===== src/design/mts_pkg.sv =====
`timescale 1ns / 1ps
`default_nettype none

package mts_pkg;

	localparam int unsigned DATA_W  = 32;
	localparam int unsigned FILL_W  = 7;
	localparam int unsigned ERR_W   = 2;

	// command codes
	localparam logic CMD_PUSH = 1'b0;
	localparam logic CMD_POP  = 1'b1;

	// error codes
	localparam logic [ERR_W-1:0] ERR_OK         = 2'd0;
	localparam logic [ERR_W-1:0] ERR_POP_EMPTY  = 2'd1;
	localparam logic [ERR_W-1:0] ERR_PUSH_FULL  = 2'd2;

	// one stack entry: the value and the running minimum when it was pushed
	typedef struct packed {
		logic signed [DATA_W-1:0] value;
		logic signed [DATA_W-1:0] run_min;
	} entry_t;

	// shift control broadcast to every cell
	typedef struct packed {
		logic push;
		logic pop;
	} shift_t;

endpackage

`default_nettype wire


===== src/design/mts_cell.sv =====
`timescale 1ns / 1ps
`default_nettype none

module mts_cell (
	input  wire logic            clk,
	input  wire mts_pkg::shift_t ctrl,
	input  wire mts_pkg::entry_t from_above,
	input  wire mts_pkg::entry_t from_below,
	output mts_pkg::entry_t      entry
);

	mts_pkg::entry_t entry_q;

	// push moves everything one cell deeper, pop pulls everything one cell up
	always_ff @(posedge clk) begin
		if (ctrl.push) begin
			entry_q <= from_above;
		end else if (ctrl.pop) begin
			entry_q <= from_below;
		end
	end

	assign entry = entry_q;

endmodule

`default_nettype wire

===== config.mk =====
export PLATFORM = sky130hd
export DESIGN_NAME = mts_cell
export DESIGN_NICKNAME = d
export VERILOG_FILES = /design/src/design/mts_pkg.sv /design/src/design/mts_cell.sv
export SDC_FILE = /design/constraint.sdc
export NUM_CORES = 1
export LEC_CHECK = 0
export ABC_CLOCK_PERIOD_IN_PS = 3050
export BUFFER_PORTS_ARGS = -buffer_cell sky130_fd_sc_hd__buf_2
export CORE_ASPECT_RATIO = 1.2
export CORE_MARGIN = 8
export CORE_UTILIZATION = 35
export DETAILED_ROUTE_END_ITERATION = 8
export GPL_ROUTABILITY_DRIVEN = 0
export GPL_TIMING_DRIVEN = 0
export PLACE_DENSITY = 0.73
export SLEW_MARGIN = 10
export SYNTH_ARGS = -nofsm -noshare
export SYNTH_HDL_FRONTEND = slang
export SYNTH_SLANG_ARGS = --single-unit
export TNS_END_PERCENT = 50

===== constraint.sdc =====
create_clock -name clk -period 3.05 [get_ports clk]
set_input_delay 0.915 -clock clk [delete_from_list [all_inputs] [get_ports clk]]
set_output_delay 0.915 -clock clk [all_outputs]
set_load 0.01 [all_outputs]

==> qor.csv <==
stage,metric,value,unit
power,Clk pwr share,31.8,%
power,Power per Cell Area,524,mW/mm²
die,Initial Util,35.8,%
clock_tree,CTS tree,yes,
sta,Slew HR,41.7,%
worst_setup_path,Crit Path Category,primary input to flip-flop,
worst_setup_path,CP startpoint kind,primary input,
clock_tree,cts repair resizes,0,
clock_tree,post-CTS setup buffers,0,
placement,Inst Count DP,424,
die,Core Footprint,0.00811,mm²
drt,Via Count,1973,
sta,Final Max Tran Viols,0,
drt,per-cell routed wire length,17.4,µm
clock_tree,H-tree depth,3,
drt,met1 wire length,2790,µm
job,max-cap violations,0,
power,sequential power share,50.4,%
sta,fmax,482,MHz
cells_and_area,fin nets,471,
clock_tree,"CTS clk-pin slew, worst paths",80,ps
drt,Met3 Wirelength,804,µm
synth,"Seq/Total Area, Yosys",66.1,%
synth,post-synthesis cell type count,6,
cells_and_area,most frequent cells in the layout,"buf_2 (194), edfxtp_1 (64), mux2_4 (49)",
clock_tree,CTS Buffer Depth,2,
min_path,Min-Delay Startpoint,from_above[34],
min_path,hold path endpoint,entry[34],
synth,Netlist Area Pre-Place,0.00291,mm²
synth,largest cells by area after synthesis,"edfxtp_1 (66%), mux2_4 (25%), mux2_2 (5.8%)",
power,worst vdd ir,0.000244,V
drt,1st-pass router iterations,4,
die,Chip Width,99.2,µm
clock_tree,Root Driver,clkbuf_8,
clock_tree,Clock Sinks,64,
global_routing,GRT Overall Usage,13.1,%
power,P_leak,2.01,nW
drt,Met2 Routed Length,3990,µm
worst_setup_path,arrival time at the worst endpoint,2030,ps
synth,post-synth top area share,66.1,%
placement,IO Port Bufs,193,
sta,Hold Fails Final Rpt,0,
power,internal power,1.67,mW
global_routing,initial antenna violation count,0,
sta,RSZ-0062 raised after global routing,false,
cells_and_area,final std cells w/o fill,440,
power,combinational fraction of design power,17.8,%
power,Sw Pwr,521,µW
die,io pins,195,
drt,Vias/cell,4.48,
drt,residual DRC count,0,
clock_tree,hold bufs inserted after CTS,0,
synth,Synth Register Bits,64,
worst_setup_path,worst endpoint required time,3010,ps
drt,"antenna viol nets, final",0,
power,switching share of power,23.8,%
die,# rows,36,
drt,final wirelength,7640,µm
cells_and_area,P&R area growth vs syn,43.8,%
sta,minimum clock period,2080,ps
cells_and_area,Final Cell Area,0.00418,mm²
sta,Final Cycle Share,68.1,%
cells_and_area,FILL cells,709,
sta,Final WS setup,974,ps
placement,post-place instance area,0.00399,mm²
synth,Synth area leader,edfxtp_1,
synth,cells after synthesis,136,
global_routing,largest net degree at the start of global routing,65,
global_routing,first-pass GRT wire length,11600,µm
cells_and_area,layout cells sized above 1,81.4,%
sta,Final setup viols,0,
placement,Place WS,613,ps
drt,highest metal used,met4,
synth,Post-Syn Nets,267,
clock_tree,Num CTS Buffers,9,
synth,Mean Syn Cell Area,21.4,µm²
power,total power,2.19,mW
global_routing,vias in the first global route,2310,
cells_and_area,"commonest non-fill, non-tap cell in the layout",buf_2,
min_path,hold depth,2,
placement,DP HPWL,6050,µm
cells_and_area,ANT cells,0,
die,die height,116,µm
cells_and_area,max FFs per register,64,
drt,drt initial violations,59,
die,Die ar.,0.0115,mm²
global_routing,grt ovf,0,
min_path,HP Class,primary input to flip-flop,
synth,"Warnings, synthesis",0,
worst_setup_path,crit-path max FO,64,
sta,Tightest Pin Transition,874,ps
outcome,outcome,finished clean,
worst_setup_path,crit end category,flip-flop,
sta,TNS Setup,0,ps
## worst max path at each step
| stage | start | endpoint | slack [ps] | depth (start not counted) |
|---|---|---|---|---|
| 2_1_floorplan | ctrl[1] | entry[0] | 590 | 3 |
| 3_3_place_gp | ctrl[1] | entry[15] | 240 | 3 |
| 3_5_place_dp | ctrl[1] | entry[17] | 610 | 3 |
| 4_1_cts | ctrl[1] | entry[1] | 980 | 3 |
| 5_1_grt | ctrl[1] | entry[19] | 930 | 3 |
| 6_report | ctrl[1] | entry[29] | 970 | 3 |
## metrics by stage
stage,hold slack [ps],utilization [%]
3_3_place_gp,1220,49.2
2_1_floorplan,1130,-
6_report,874,51.5
3_5_place_dp,1220,49.2
4_1_cts,848,51.5
5_1_grt,843,51.5
## per-layer routing
layer  track usage [%]  vias up
li1                  -      943
met2              23.7      114
met1              12.5      909
met5                 0        -
met3              6.97        7
met4              4.25        0
## Yosys cell counts, drive strengths merged
cell	instances
buf	7
or2	1
edfxtp	64
mux2	64
## critical path, cell delays in order
cell   delay (ps)
buf_6         160
buf_6         190
or2_4         700
## cell families after synthesis
| family | share of synthesized area (%) |
|---|---|
| buf+inv | 2.50 |
| flops | 66.1 |
| mux | 31.1 |
| simple gates | 0.215 |
## area by class of cell
| cell class | instances | area, µm² | area share [%] |
|---|---|---|---|
| Sequential cell | 64 | 1920 | 46.0 |
| Tap cell | 95 | 119 | 2.84 |
| Clock buffer | 9 | 124 | 2.96 |
| Buffer | 7 | 72.6 | 1.74 |
| Clock inverter | 7 | 62.6 | 1.50 |
| Multi-Input combinational cell | 65 | 913 | 21.9 |
| Timing Repair Buffer | 193 | 966 | 23.1 |
## power by group through the flow
stage               Sequential, mW  Combinational [mW]  Clock, mW
floorplan                     1.18               0.137          0
global placement              1.12               0.387          0
detailed placement            1.12               0.396          0
CTS                           1.11               0.397      0.713
global route                  1.11               0.419      0.758
finish                        1.10               0.389      0.696
Power figures use the tool's default switching activity.
